`config.mk`:
```
export PLATFORM = sky130hd
export DESIGN_NAME = go_back_n_sender
export DESIGN_NICKNAME = d
export VERILOG_FILES = /design/src/rtl/gbn_pkg.sv /design/src/rtl/go_back_n_sender.sv
export VERILOG_INCLUDE_DIRS = /design/src /design/src/rtl
export SDC_FILE = /design/constraint.sdc
export NUM_CORES = 1
export LEC_CHECK = 0
export ABC_AREA = 1
export ABC_CLOCK_PERIOD_IN_PS = 7700
export BUFFER_PORTS_ARGS = -buffer_cell sky130_fd_sc_hd__buf_2
export CELL_PAD_IN_SITES_DETAIL_PLACEMENT = 1
export CELL_PAD_IN_SITES_GLOBAL_PLACEMENT = 2
export CORE_MARGIN = 8
export CORE_UTILIZATION = 44
export CTS_BUF_LIST = sky130_fd_sc_hd__clkbuf_4 sky130_fd_sc_hd__clkbuf_8
export DETAILED_ROUTE_END_ITERATION = 10
export PLACE_DENSITY_LB_ADDON = 0.05
export SYNTH_ARGS = -nofsm -noshare
export SYNTH_HDL_FRONTEND = slang
export SYNTH_SLANG_ARGS = --single-unit
```
`constraint.sdc`:
```
create_clock -name clock -period 7.7 [get_ports clock]
set_input_delay 1.925 -clock clock [delete_from_list [all_inputs] [get_ports clock]]
set_output_delay 1.925 -clock clock [all_outputs]
set_load 0.05 [all_outputs]
```
`src/rtl/go_back_n_sender_assert.svh`:
```
// Assertion macros shared by the go-back-n sender RTL.
`ifndef GO_BACK_N_SENDER_ASSERT_SVH
`define GO_BACK_N_SENDER_ASSERT_SVH

`ifndef SYNTHESIS

// Same-cycle implication, checked at every rising clock edge outside reset.
`define GBN_ASSERT_IMPL(label, clk, rst, ante, cons, msg) \
   label: assert property (@(posedge clk) disable iff (rst) (ante) |-> (cons)) \
      else $error(msg);

// Next-cycle implication, checked at every rising clock edge outside reset.
`define GBN_ASSERT_NEXT(label, clk, rst, ante, cons, msg) \
   label: assert property (@(posedge clk) disable iff (rst) (ante) |=> (cons)) \
      else $error(msg);

`else

`define GBN_ASSERT_IMPL(label, clk, rst, ante, cons, msg)
`define GBN_ASSERT_NEXT(label, clk, rst, ante, cons, msg)

`endif

`endif

```
`src/rtl/gbn_pkg.sv`:
```
// Types, constants and the slot lookup table of the go-back-n sender.
package gbn_pkg;

   localparam int WIN_SLOTS     = 4;
   localparam int SEQ_BITS      = 3;
   localparam int PAYLOAD_WIDTH = 32;

   localparam int SEQ_COUNT = 1 << SEQ_BITS;
   localparam int TID_BITS  = SEQ_BITS + 1;
   localparam int SLOT_BITS = (WIN_SLOTS > 1) ? $clog2(WIN_SLOTS) : 1;
   localparam int WIN_BITS  = $clog2(WIN_SLOTS + 1);
   localparam int CNT_BITS  = (SEQ_BITS > WIN_BITS) ? SEQ_BITS : WIN_BITS;

   typedef logic [1:0] cmd_type;
   localparam cmd_type CMD_SEND    = 2'd0;
   localparam cmd_type CMD_ACK     = 2'd1;
   localparam cmd_type CMD_TIMEOUT = 2'd2;

   typedef enum logic [0:0] {
      GBN_IDLE,
      GBN_REPLAY
   } gbn_state_type;

   typedef struct packed {
      cmd_type                  cmd;
      logic [PAYLOAD_WIDTH-1:0] payload;
      logic [SEQ_BITS-1:0]      ack_number;
      logic                     ack_intact;
      logic [SEQ_BITS-1:0]      expired_timer;
   } req_type;

   typedef struct packed {
      logic                       accepted;
      logic                       pkt_valid;
      logic [SEQ_BITS-1:0]        pkt_seq;
      logic [PAYLOAD_WIDTH-1:0]   pkt_data;
      logic                       stop_timer;
      logic signed [TID_BITS-1:0] stop_timer_id;
      logic                       start_timer;
      logic [SEQ_BITS-1:0]        start_timer_id;
      logic                       last;
   } rsp_type;

   typedef logic [SLOT_BITS-1:0] slot_lut_type [SEQ_COUNT];

   // Maps a sequence number onto its storage slot (sequence modulo window).
   function automatic slot_lut_type build_slot_lut();
      slot_lut_type lut;
      for (int i = 0; i < SEQ_COUNT; i++) begin
         lut[i] = SLOT_BITS'(i % WIN_SLOTS);
      end
      return lut;
   endfunction

   localparam slot_lut_type SLOT_LUT = build_slot_lut();

endpackage

```
`src/rtl/go_back_n_sender.sv`:
```
// Go-Back-N sender: window bookkeeping, payload slots and the timeout replay sequencer.
//
// A request is taken when start is high and busy is low. Send and acknowledgement
// requests give a single result on the rsp_ ports in the following cycle, marked by
// rsp_valid; busy stays low, so the next request may follow at once. A corrupt
// acknowledgement or an unused command produces no result. A timeout replays every
// outstanding packet, oldest first and at most a window's worth, one packet per cycle
// through the shared sequence adder: busy is high while the replay runs and results
// appear on consecutive cycles, the last of them carrying the timer requests. With
// nothing outstanding a timeout gives a single result with only the timer requests in
// the following cycle, and busy stays low. The receiver cannot stall, so each result
// is valid for exactly one cycle and must be taken then.
`include "go_back_n_sender_assert.svh"

module go_back_n_sender
   import gbn_pkg::*;
(
   input  logic    clock,
   input  logic    reset,
   input  logic    start,
   output logic    busy,
   input  req_type req_item,
   output logic    rsp_valid,
   output rsp_type rsp_item
);

   gbn_state_type state_ff, state_in;

   logic [SEQ_BITS-1:0]        base_ff, base_in;
   logic [SEQ_BITS-1:0]        next_ff, next_in;
   logic signed [TID_BITS-1:0] timer_ff, timer_in;
   logic [CNT_BITS-1:0]        idx_ff, idx_in;
   logic [CNT_BITS-1:0]        count_ff, count_in;
   logic [SEQ_BITS-1:0]        expired_ff, expired_in;
   logic [PAYLOAD_WIDTH-1:0]   slot_ff [WIN_SLOTS];
   logic                       rsp_valid_ff, rsp_valid_in;
   rsp_type                    rsp_ff, rsp_in;

   logic                       accept;
   logic                       slot_we;
   logic [SEQ_BITS-1:0]        add_a, add_b, add_sum;
   logic                       add_cin;
   logic [CNT_BITS-1:0]        gap;
   logic [CNT_BITS-1:0]        count;
   logic                       replay_fin;
   logic [SEQ_BITS-1:0]        ack_base;

   assign accept = start & ~busy;

   // Shared adder: the window gap while idle, the replayed sequence number otherwise.
   always_comb begin
      if (state_ff == GBN_REPLAY) begin
         add_a   = base_ff;
         add_b   = idx_ff[SEQ_BITS-1:0];
         add_cin = 1'b0;
      end else begin
         add_a   = next_ff;
         add_b   = ~base_ff;
         add_cin = 1'b1;
      end
      add_sum = add_a + add_b + SEQ_BITS'(add_cin);
   end

   assign gap        = CNT_BITS'(add_sum);
   assign count      = (gap >= CNT_BITS'(WIN_SLOTS)) ? CNT_BITS'(WIN_SLOTS) : gap;
   assign replay_fin = ((idx_ff + CNT_BITS'(1)) == count_ff);
   assign ack_base   = req_item.ack_number + SEQ_BITS'(1);

   // Next state.
   always_comb begin
      state_in = state_ff;
      case (state_ff)
         GBN_IDLE: begin
            if (accept && req_item.cmd == CMD_TIMEOUT && count != '0) begin
               state_in = GBN_REPLAY;
            end
         end
         GBN_REPLAY: begin
            if (replay_fin) begin
               state_in = GBN_IDLE;
            end
         end
         default: state_in = GBN_IDLE;
      endcase
   end

   // Outputs and datapath.
   always_comb begin
      base_in      = base_ff;
      next_in      = next_ff;
      timer_in     = timer_ff;
      idx_in       = idx_ff;
      count_in     = count_ff;
      expired_in   = expired_ff;
      slot_we      = 1'b0;
      rsp_valid_in = 1'b0;
      rsp_in       = '0;
      busy         = (state_ff == GBN_REPLAY);

      case (state_ff)
         GBN_IDLE: begin
            if (accept) begin
               case (req_item.cmd)
                  CMD_SEND: begin
                     rsp_valid_in = 1'b1;
                     rsp_in.last  = 1'b1;
                     if (gap < CNT_BITS'(WIN_SLOTS)) begin
                        slot_we           = 1'b1;
                        rsp_in.accepted   = 1'b1;
                        rsp_in.pkt_valid  = 1'b1;
                        rsp_in.pkt_seq    = next_ff;
                        rsp_in.pkt_data   = req_item.payload;
                        next_in           = next_ff + SEQ_BITS'(1);
                        if (base_ff == next_ff) begin
                           rsp_in.start_timer    = 1'b1;
                           rsp_in.start_timer_id = base_ff;
                           timer_in              = $signed(TID_BITS'(base_ff));
                        end
                     end
                  end
                  CMD_ACK: begin
                     if (req_item.ack_intact) begin
                        base_in              = ack_base;
                        rsp_valid_in         = 1'b1;
                        rsp_in.last          = 1'b1;
                        rsp_in.stop_timer    = 1'b1;
                        rsp_in.stop_timer_id = timer_ff;
                        if (ack_base != next_ff) begin
                           rsp_in.start_timer    = 1'b1;
                           rsp_in.start_timer_id = ack_base;
                           timer_in              = $signed(TID_BITS'(ack_base));
                        end
                     end
                  end
                  CMD_TIMEOUT: begin
                     timer_in   = $signed(TID_BITS'(base_ff));
                     expired_in = req_item.expired_timer;
                     count_in   = count;
                     idx_in     = '0;
                     if (count == '0) begin
                        rsp_valid_in          = 1'b1;
                        rsp_in.last           = 1'b1;
                        rsp_in.stop_timer     = 1'b1;
                        rsp_in.stop_timer_id  = $signed(TID_BITS'(req_item.expired_timer));
                        rsp_in.start_timer    = 1'b1;
                        rsp_in.start_timer_id = base_ff;
                     end
                  end
                  default: ;
               endcase
            end
         end
         GBN_REPLAY: begin
            rsp_valid_in     = 1'b1;
            rsp_in.pkt_valid = 1'b1;
            rsp_in.pkt_seq   = add_sum;
            rsp_in.pkt_data  = slot_ff[SLOT_LUT[add_sum]];
            idx_in           = idx_ff + CNT_BITS'(1);
            if (replay_fin) begin
               idx_in                = '0;
               rsp_in.last           = 1'b1;
               rsp_in.stop_timer     = 1'b1;
               rsp_in.stop_timer_id  = $signed(TID_BITS'(expired_ff));
               rsp_in.start_timer    = 1'b1;
               rsp_in.start_timer_id = base_ff;
            end
         end
         default: ;
      endcase
   end

   always_ff @(posedge clock) begin
      if (reset) begin
         state_ff     <= GBN_IDLE;
         base_ff      <= '0;
         next_ff      <= '0;
         timer_ff     <= '1;
         idx_ff       <= '0;
         rsp_valid_ff <= 1'b0;
      end else begin
         state_ff     <= state_in;
         base_ff      <= base_in;
         next_ff      <= next_in;
         timer_ff     <= timer_in;
         idx_ff       <= idx_in;
         rsp_valid_ff <= rsp_valid_in;
      end
   end

   always_ff @(posedge clock) begin
      count_ff   <= count_in;
      expired_ff <= expired_in;
      rsp_ff     <= rsp_in;
      if (slot_we) begin
         slot_ff[SLOT_LUT[next_ff]] <= req_item.payload;
      end
   end

   assign rsp_valid = rsp_valid_ff;
   assign rsp_item  = rsp_ff;

   `GBN_ASSERT_IMPL(a_nonlast_only_in_replay, clock, reset,
      rsp_valid && !rsp_item.last, busy, "non-final result outside a replay")
   `GBN_ASSERT_IMPL(a_bare_result_is_last, clock, reset,
      rsp_valid && !rsp_item.pkt_valid, rsp_item.last, "result without a packet is not final")
   `GBN_ASSERT_IMPL(a_replay_index_bound, clock, reset,
      state_ff == GBN_REPLAY, idx_ff < count_ff, "replay index has passed its count")
   `GBN_ASSERT_NEXT(a_replay_emits, clock, reset,
      state_ff == GBN_REPLAY, rsp_valid && rsp_item.pkt_valid, "replay cycle produced no packet")

endmodule
```
==> flow_metrics.tcl, run 1 <==
set metrics [dict create \
    status "completed" \
    yosysTopAreaCell "edfxtp_1" \
    rsz0062_at_grt "false" \
    min_path_type "flop to flop" \
    antenna_found_initial 1 \
    drive_above_1_share 0.2430 \
    grt_max_degree 67 \
    gr-total-overflow 0 \
    slew_headroom 0.2179 \
    final_area_mm2 0.008777 \
    rr_startpoint "busy" \
    grt_usage 0.1779 \
    place_area_mm2 0.008371 \
    numPortBuffers 92 \
    cp_slowest_cell "nor2_4" \
    grt_pass1_vias 5548 \
    wl_met2_um 9615 \
    n_antenna_cell 0 \
    highest_layer "met5" \
    dr_wl_met3_um 892 \
    fp.dieArea_mm2 0.02222 \
    die_y_um 149.1 \
    finalHoldViolCount 0 \
    drc_errors 0 \
    crit_required_ns 7.78 \
    arrival_ns 3.76 \
    cp_cell_sequence "o21ai_0 > inv_1 > fa_2 > inv_1 > fa_1 > inv_1 > nand2_1 > nand2_1 > nand2_2 > nand2_8 > nand2_8 > nor2_4" \
    crit_type "flop to flop" \
    syn_to_final_growth_pct 12.67 \
    grt_pass1_wl_um 30550 \
    postRouteWirelength_um 18970 \
    reg2reg_to "slot_ff[1][27]" \
    seq_area_mm2 0.005265 \
    cp.depth 12 \
    numClockSinks 196 \
    p_per_area_mw_per_mm2 267.0 \
    dr.pass1.iters 4 \
    fill_cells 1865 \
    critical-path-top-delay-family "simple AND/OR/NAND/NOR gates" \
    leakagePower_nw 3.344 \
    h-tree-depth 4 \
    final-setup-viol-count 0 \
    first_iter_violations 222 \
    tns_ns 0 \
    viasPerCell 5.274 \
    slowest_delay_ns 0.84 \
    clk_latency_ns 0.46 \
    num_io_pins 93 \
    wire_per_inst_um 19.55 \
    multi_input_area_mm2 0.002196 \
    syn_area_mm2 0.007790 \
    synth_cell_types 37 \
    postSynthCellCount 649 \
    cts_made_buffers 17 \
    fin_nets 788 \
    post_cts_buffers 0 \
    cts_max_path_buffers 2 \
    path_clk_slew_ns 0.10 \
    synth.top_cell.area_share 0.5165 \
    cts_tree "yes" \
    layout_common_cells "134 x edfxtp_1, 92 x buf_2, 89 x nand2_1" \
    p_total_mw 2.344 \
    syn_nets 705 \
    synth_top_flop_cell "edfxtp_1" \
    drv_cap 0 \
    stdcell_count 970 \
    cp-start-kind "flop" \
    core.rowCount 48 \
    dp_hpwl_um 12470 \
    async_flop_share 0 \
    max_freq_ghz 0.2716 \
    ant_nets 0 \
    vias 5116 \
    reg2reg_depth 12 \
    whs_endpoint "rsp_item[8]" \
    worstHoldPathCells 2 \
    fin_crit_ns 3.681 \
    rrSetupSlack_ns 4.02 \
    placedCellCount 938 \
    hold_start "timer_ff[3]" \
    drv_slew 0 \
    peakVddDrop_v 0.0001288 \
    synth_area_leaders "edfxtp_1 52%, dfxtp_1 16%, nand2_1 4.3%" \
    worstPathMaxFanout 32 \
    ys_seq_area_frac 0.6759 \
    synth_seq_cells 196 \
    ctsHoldBuffers 0 \
    cts_resized 0 \
    skew_ns 0.01496 \
    die_w_um 149.1 \
    fin_crit_sh 0.4781 \
    initial_core_util 0.4504 \
    syn_area_per_cell_um2 12.00 \
    wl_met1_um 8260 \
    gp_congestion 0.8714 \
    crit_top_cell "inv_1" \
    layout_commonest_cell "edfxtp_1" \
    synth_edf_count 134 \
    path_buf_inv 3 \
    ys_warn_count 0 \
    worst_slew_pin_slew_ns 1.171 \
    design.core.area_mm2 0.01730 \
    crit_path_end_kind "flop" \
    cts-root-buf "clkbuf_8" \
]
## how the worst max path moves through the flow
stage / start / end / slack, ns
floorplan: req_item[39] / slot_ff[0][0] / 3.15
CTS: busy / slot_ff[1][13] / 3.94
global placement: req_item[39] / slot_ff[1][26] / 3.54
finish: busy / slot_ff[1][27] / 4.02
detailed placement: req_item[39] / slot_ff[1][24] / 3.51
global route: busy / slot_ff[0][13] / 3.71
## where the power goes
group	leakage (nW)	switching (mW)	internal, mW
clock network	0.192	0.368	0.306
registers	1.72	0.0206	1.18
logic	1.44	0.364	0.108
total	3.34	0.753	1.59
## state kept, by name, indices dropped and copies added, names as in the netlist
| signal | cells |
|---|---|
| next_ff | 3 |
| timer_ff | 4 |
| base_ff | 3 |
| slot_ff | 128 |
| rsp_valid | 1 |
| rsp_item | 47 |
| count_ff | 3 |
| expired_ff | 3 |
| idx_ff | 3 |
| busy | 1 |
## metrics by stage
step	worst slack [ns]	hold WS [ns]	util
CTS	3.935	0.4644	0.5075
floorplan	3.150	0.4190	-
global route	3.714	0.4943	0.5075
detailed placement	3.509	0.4444	0.4839
global placement	3.541	0.4308	0.4839
finish	4.019	0.4603	0.5075
## cell families after synthesis
logic type / synth area share
adders and majority gates: 0.02120
buffers and inverters: 0.04545
and+or+nand+nor: 0.1396
AOI/OAI and AO/OA: 0.1102
DFF: 0.6759
xor gates and xnor gates: 0.007711
## cells in the mapped netlist, types with 2 or more instances
cell / count
nand3_2: 2
ha_1: 10
clkbuf_1: 15
nand2_2: 32
nand2_1: 89
o21ai_0: 44
buf_4: 3
nor2_1: 78
buf_6: 3
buf_2: 5
nand2_8: 2
xnor2_1: 3
o311ai_1: 30
nor2_2: 2
nand3_1: 21
fa_1: 2
o311ai_0: 2
inv_1: 29
o21a_1: 32
a21oi_1: 12
dfxtp_1: 62
nor2_4: 2
inv_2: 6
nand4_1: 7
buf_12: 3
o22ai_1: 3
edfxtp_1: 134
o21ai_1: 6
xor2_1: 2
## worst register-to-register path: cells and delay by family (launching register included)
kind / cells / cell delay (ns)
compound gates: 1 / 0.20
fa+ha+maj: 2 / 0.69
buf+inv: 3 / 0.26
flops: 1 / 0.75
simple gates: 6 / 1.40
## area by class of cell
| class | instances | area share |
|---|---|---|
| Clock buffer | 19 | 0.02908 |
| Clock inverter | 13 | 0.01725 |
| Inverter | 38 | 0.01739 |
| Multi-Input combinational cell | 385 | 0.2502 |
| Sequential cell | 196 | 0.5999 |
| Tap cell | 225 | 0.03207 |
| Timing Repair Buffer | 94 | 0.05417 |
## routing by layer
layer,vias up,GRT usage
met1,2555,0.2212
met2,104,0.2993
li1,2438,-
met5,-,0
met3,17,0.04976
met4,2,0.04594
No activity file was read; power rests on OpenSTA's default activity.
==> run 2: changes to the inputs <==
Settings changed: ABC_CLOCK_PERIOD_IN_PS 7700 to 3000, CORE_UTILIZATION 44 to 37.
Clock period 7.7 ns to 3 ns, I/O delays scaled along.
==> run 2 against run 1 <==
Flip-flop and latch count is the same. Sequential share of layout area fell by 1.5 points. Die area is 17% higher. Wire length down 0.45%. Fmax is 36% higher. First-iteration DRC count down 20%. Cell count rose by 6.4%. Setup slack got worse by 3.7 ns. Largest power group unchanged. Highest routed layer is now met4.
==> flow_metrics.tcl, run 2 (synthesis gave the netlist of run 1 again) <==
set metrics [dict create \
    status "completed" \
    antenna_found_initial 0 \
    core.rowCount 53 \
    num_io_pins 93 \
    gp_congestion 0.7648 \
    initial_core_util 0.3741 \
    n_antenna_cell 0 \
    grt_pass1_wl_um 30150 \
    cts-root-buf "clkbuf_8" \
    internal_power_mw 4.056 \
    p_per_area_mw_per_mm2 671.7 \
    p_comb_frac 0.208 \
    cts_made_buffers 17 \
    skew_ns 0.01911 \
    syn_to_final_growth_pct 15.74 \
    fin_crit_ns 2.702 \
    gr-total-overflow 0 \
    cp-start-kind "flop" \
    fp.dieArea_mm2 0.02595 \
    drive_above_1_share 0.2616 \
    h-tree-depth 4 \
    viasPerCell 4.870 \
    hold_ws_ns 0.4603 \
    die_w_um 161.1 \
    wire_per_inst_um 18.30 \
    clk_latency_ns 0.47 \
    fin_crit_sh 0.9007 \
    power.switching_mw 1.999 \
    highest_layer "met4" \
    post_cts_buffers 0 \
    leakagePower_nw 3.437 \
    numPortBuffers 92 \
    clockPowerShare 0.285 \
    design.core.area_mm2 0.02082 \
    vias 5026 \
    grt_max_degree 67 \
    finish.utilization 0.4330 \
    wl_met2_um 9377 \
    arrival_ns 2.85 \
    slew_headroom 0.5557 \
    worstPathMaxFanout 32 \
    drv_cap 0 \
    peakVddDrop_v 0.0002876 \
    die_y_um 161.1 \
    drc_errors 0 \
    min_path_type "flop to flop" \
    ant_nets 0 \
    finalHoldViolCount 0 \
    cts_max_path_buffers 2 \
    ctsHoldBuffers 0 \
    crit_required_ns 3.15 \
    layout_common_cells "134 x edfxtp_1, 92 x buf_2, 87 x nand2_1" \
    drv_slew 0 \
    numClockSinks 196 \
    seqPwrFrac 0.507 \
    grt_usage 0.1482 \
    cts_resized 0 \
    dr.pass1.iters 4 \
    rsz0062_at_grt "false" \
    first_iter_violations 178 \
    crit_type "flop to flop" \
    reg2reg_depth 11 \
    final-setup-viol-count 0 \
    path_clk_slew_ns 0.10 \
    postRouteWirelength_um 18880 \
    worst_slew_pin_slew_ns 0.6640 \
    dr_wl_met3_um 753 \
    fill_cells 2281 \
    crit_path_end_kind "flop" \
    layout_commonest_cell "edfxtp_1" \
    fin_nets 800 \
    largest_reg_flops 128 \
    grt_pass1_vias 5539 \
    switching_share 0.3301 \
    worstHoldPathCells 2 \
    max_freq_ghz 0.3701 \
    cts_tree "yes" \
    dp_hpwl_um 12570 \
    wl_met1_um 8598 \
]
==> run 2: cell type report <==
| class | count | area (µm²) | area share |
|---|---|---|---|
| inverter | 38 | 152.6 | 0.01693 |
| clock inverter | 14 | 167.7 | 0.01860 |
| clock buffer | 18 | 247.7 | 0.02748 |
| multi-input combinational | 385 | 2207 | 0.2448 |
| timing repair buffer | 106 | 628.1 | 0.06966 |
| tap | 275 | 344.1 | 0.03816 |
| sequential | 196 | 5269 | 0.5844 |
==> run 2: final timing paths <==
check	start	endpoint	slack (ns)
min	expired_ff[0]	rsp_item[5]	0.46
max	next_ff[0]	slot_ff[0][2]	0.30
max reg2reg	next_ff[0]	slot_ff[0][2]	0.30
min reg2reg	expired_ff[0]	rsp_item[5]	0.46
==> run 2: power by group through the flow <==
stage | registers [mW] | logic (mW) | clock network, mW
finish | 3.07 | 1.26 | 1.73
floorplan | 3.41 | 0.633 | 0
global route | 3.08 | 1.38 | 1.90
detailed placement | 3.13 | 1.28 | 0
global placement | 3.13 | 1.26 | 0
CTS | 3.07 | 1.29 | 1.80
==> run 2: critical path, stage by stage, from the launching register on <==
cell	delay [ns]
dfxtp_1	0.43
inv_1	0.16
o21ai_2	0.17
fa_2	0.20
inv_1	0.04
fa_2	0.38
xnor2_2	0.25
nand2_4	0.10
nand2_8	0.13
nand2_8	0.13
nor2_4	0.15
buf_12	0.24
==> run 2: routing by layer <==
| layer | up-vias | global-route usage |
|---|---|---|
| li1 | 2467 | - |
| met4 | 0 | 0.03830 |
| met3 | 11 | 0.04200 |
| met1 | 2461 | 0.1791 |
| met2 | 87 | 0.2553 |
| met5 | - | 0 |
==> run 2: stage by stage <==
step           TNS [ns]  setup WS (ns)  total power [mW]  std cells  area (µm²)
6_report              0         0.2979             6.056       1032        9016
5_1_grt               0        0.03665             6.358       1032        9016
4_1_cts               0         0.2631             6.162       1032        9016
3_5_place_dp          0         0.2898             4.418       1000        8601
3_3_place_gp          0         0.3781             4.392       1000        8601
2_1_floorplan   -0.5923       -0.01851             4.040        649        7841
==> run 3: changes to the inputs <==
Settings changed: RECOVER_POWER from default to 50.
==> run 3 against run 2 <==
Clock-buffer cell count is the same. Design area shrank 1.1%. Sequential share of layout area grew 0.67 points. Non-clock buffer count is the same. Die area is the same. Critical path type unchanged. Critical endpoint is now slot_ff[0][13].
==> flow_metrics.tcl, run 3 (synthesis gave the netlist of run 1 again) <==
set metrics [dict create \
    reg2reg_depth 11 \
    viasPerCell 4.861 \
    drv_cap 0 \
    cp_slowest_cell "dfxtp_1" \
    cts_made_buffers 17 \
    max_freq_ghz 0.3702 \
    largest_reg_flops 128 \
    fin_crit_ns 2.701 \
    wl_met2_um 9382 \
    cp_cell_sequence "inv_1 > o21ai_2 > fa_2 > inv_1 > fa_2 > xnor2_2 > nand2_4 > nand2_8 > nand2_8 > nor2_4 > buf_12" \
    cts_max_path_buffers 2 \
    leakagePower_nw 3.145 \
    final_area_mm2 0.008914 \
    wire_per_inst_um 18.30 \
    place_area_mm2 0.008601 \
    status "completed" \
    final-setup-viol-count 0 \
    fp.dieArea_mm2 0.02595 \
    crit_type "flop to flop" \
    crit_required_ns 3.16 \
    tns_ns 0 \
    gr-total-overflow 0 \
    path_clk_slew_ns 0.11 \
    worstHoldPathCells 2 \
    core.rowCount 53 \
    drive_above_1_share 0.1532 \
    n_antenna_cell 0 \
    layout_commonest_cell "edfxtp_1" \
    min_path_type "flop to flop" \
    cp-start-kind "flop" \
    stdcell_count 1032 \
    num_io_pins 93 \
    post_cts_buffers 0 \
    cts-root-buf "clkbuf_8" \
    peakVddDrop_v 0.0002873 \
    cts_resized 0 \
    design.core.area_mm2 0.02082 \
    initial_core_util 0.3741 \
    numClockSinks 196 \
    fin_crit_sh 0.9004 \
    arrival_ns 2.86 \
    grt_pass1_wl_um 30150 \
    finalHoldViolCount 0 \
    worst_slew_pin_slew_ns 0.6644 \
    grt_max_degree 67 \
    numPortBuffers 92 \
    ant_nets 0 \
    p_per_area_mw_per_mm2 676.4 \
    ctsHoldBuffers 0 \
    antenna_found_initial 0 \
    h-tree-depth 4 \
    dr_wl_met3_um 763 \
    skew_ns 0.01923 \
    slowest_delay_ns 0.43 \
    first_iter_violations 174 \
    grt_usage 0.1482 \
    drc_errors 0 \
    die_y_um 161.1 \
    highest_layer "met4" \
    slew_headroom 0.5554 \
    fin_nets 800 \
    worstPathMaxFanout 32 \
    gp_congestion 0.7648 \
    finish.utilization 0.4281 \
    crit_path_end_kind "flop" \
    syn_to_final_growth_pct 14.42 \
    wl_met1_um 8579 \
    clk_latency_ns 0.47 \
    layout_common_cells "134 x edfxtp_1, 87 x nand2_1, 81 x clkbuf_1" \
    vias 5017 \
    rsz0062_at_grt "false" \
    placedCellCount 1000 \
    cts_tree "yes" \
    drv_slew 0 \
    postRouteWirelength_um 18880 \
    grt_pass1_vias 5539 \
    dp_hpwl_um 12570 \
    die_w_um 161.1 \
    dr.pass1.iters 4 \
]
==> run 3: path summary, 6_finish.rpt <==
| kind | start | slack [ns] | end |
|---|---|---|---|
| max | next_ff[0] | 0.30 | slot_ff[0][13] |
| min | expired_ff[0] | 0.46 | rsp_item[5] |
| max reg2reg | next_ff[0] | 0.30 | slot_ff[0][13] |
| min reg2reg | expired_ff[0] | 0.46 | rsp_item[5] |
==> run 3: cell type report <==
type,count,area (µm²)
Clock buffer,18,247.7
Sequential cell,196,5269
Inverter,38,152.6
Clock inverter,14,167.7
Tap cell,275,344.1
Timing Repair Buffer,106,525.5
Multi-Input combinational cell,385,2207
Fill cell,2301,11910
==> run 3: per-layer routing <==
metal	global-route usage	vias to the layer above
li1	-	2467
met5	0	-
met4	0.03830	0
met3	0.04200	11
met2	0.2553	85
met1	0.1791	2454
==> run 3: critical path: cells and delay by family, from the launching register on <==
family / cells / cell delay (ns)
AO/OA/AOI/OAI: 1 / 0.17
adder cells (fa/ha/maj): 2 / 0.58
buffers and inverters: 3 / 0.44
XOR/XNOR: 1 / 0.25
flip-flops: 1 / 0.43
AND/OR/NAND/NOR: 4 / 0.51
==> run 3: where the power goes <==
| group | total (mW) | switching, mW | internal (mW) |
|---|---|---|---|
| sequential | 3.07 | 0.0523 | 3.02 |
| clock | 1.73 | 1.01 | 0.721 |
| combinational | 1.23 | 0.942 | 0.286 |
==> run 3: through the flow <==
| step | total power, mW | hold slack, ns | setup WS [ns] |
|---|---|---|---|
| floorplan | 4.040 | 0.4190 | -0.01851 |
| global placement | 4.392 | 0.4339 | 0.3781 |
| detailed placement | 4.418 | 0.4345 | 0.2898 |
| CTS | 6.162 | 0.4341 | 0.2631 |
| global route | 6.333 | 0.4483 | 0.03665 |
| finish | 6.029 | 0.4569 | 0.2989 |
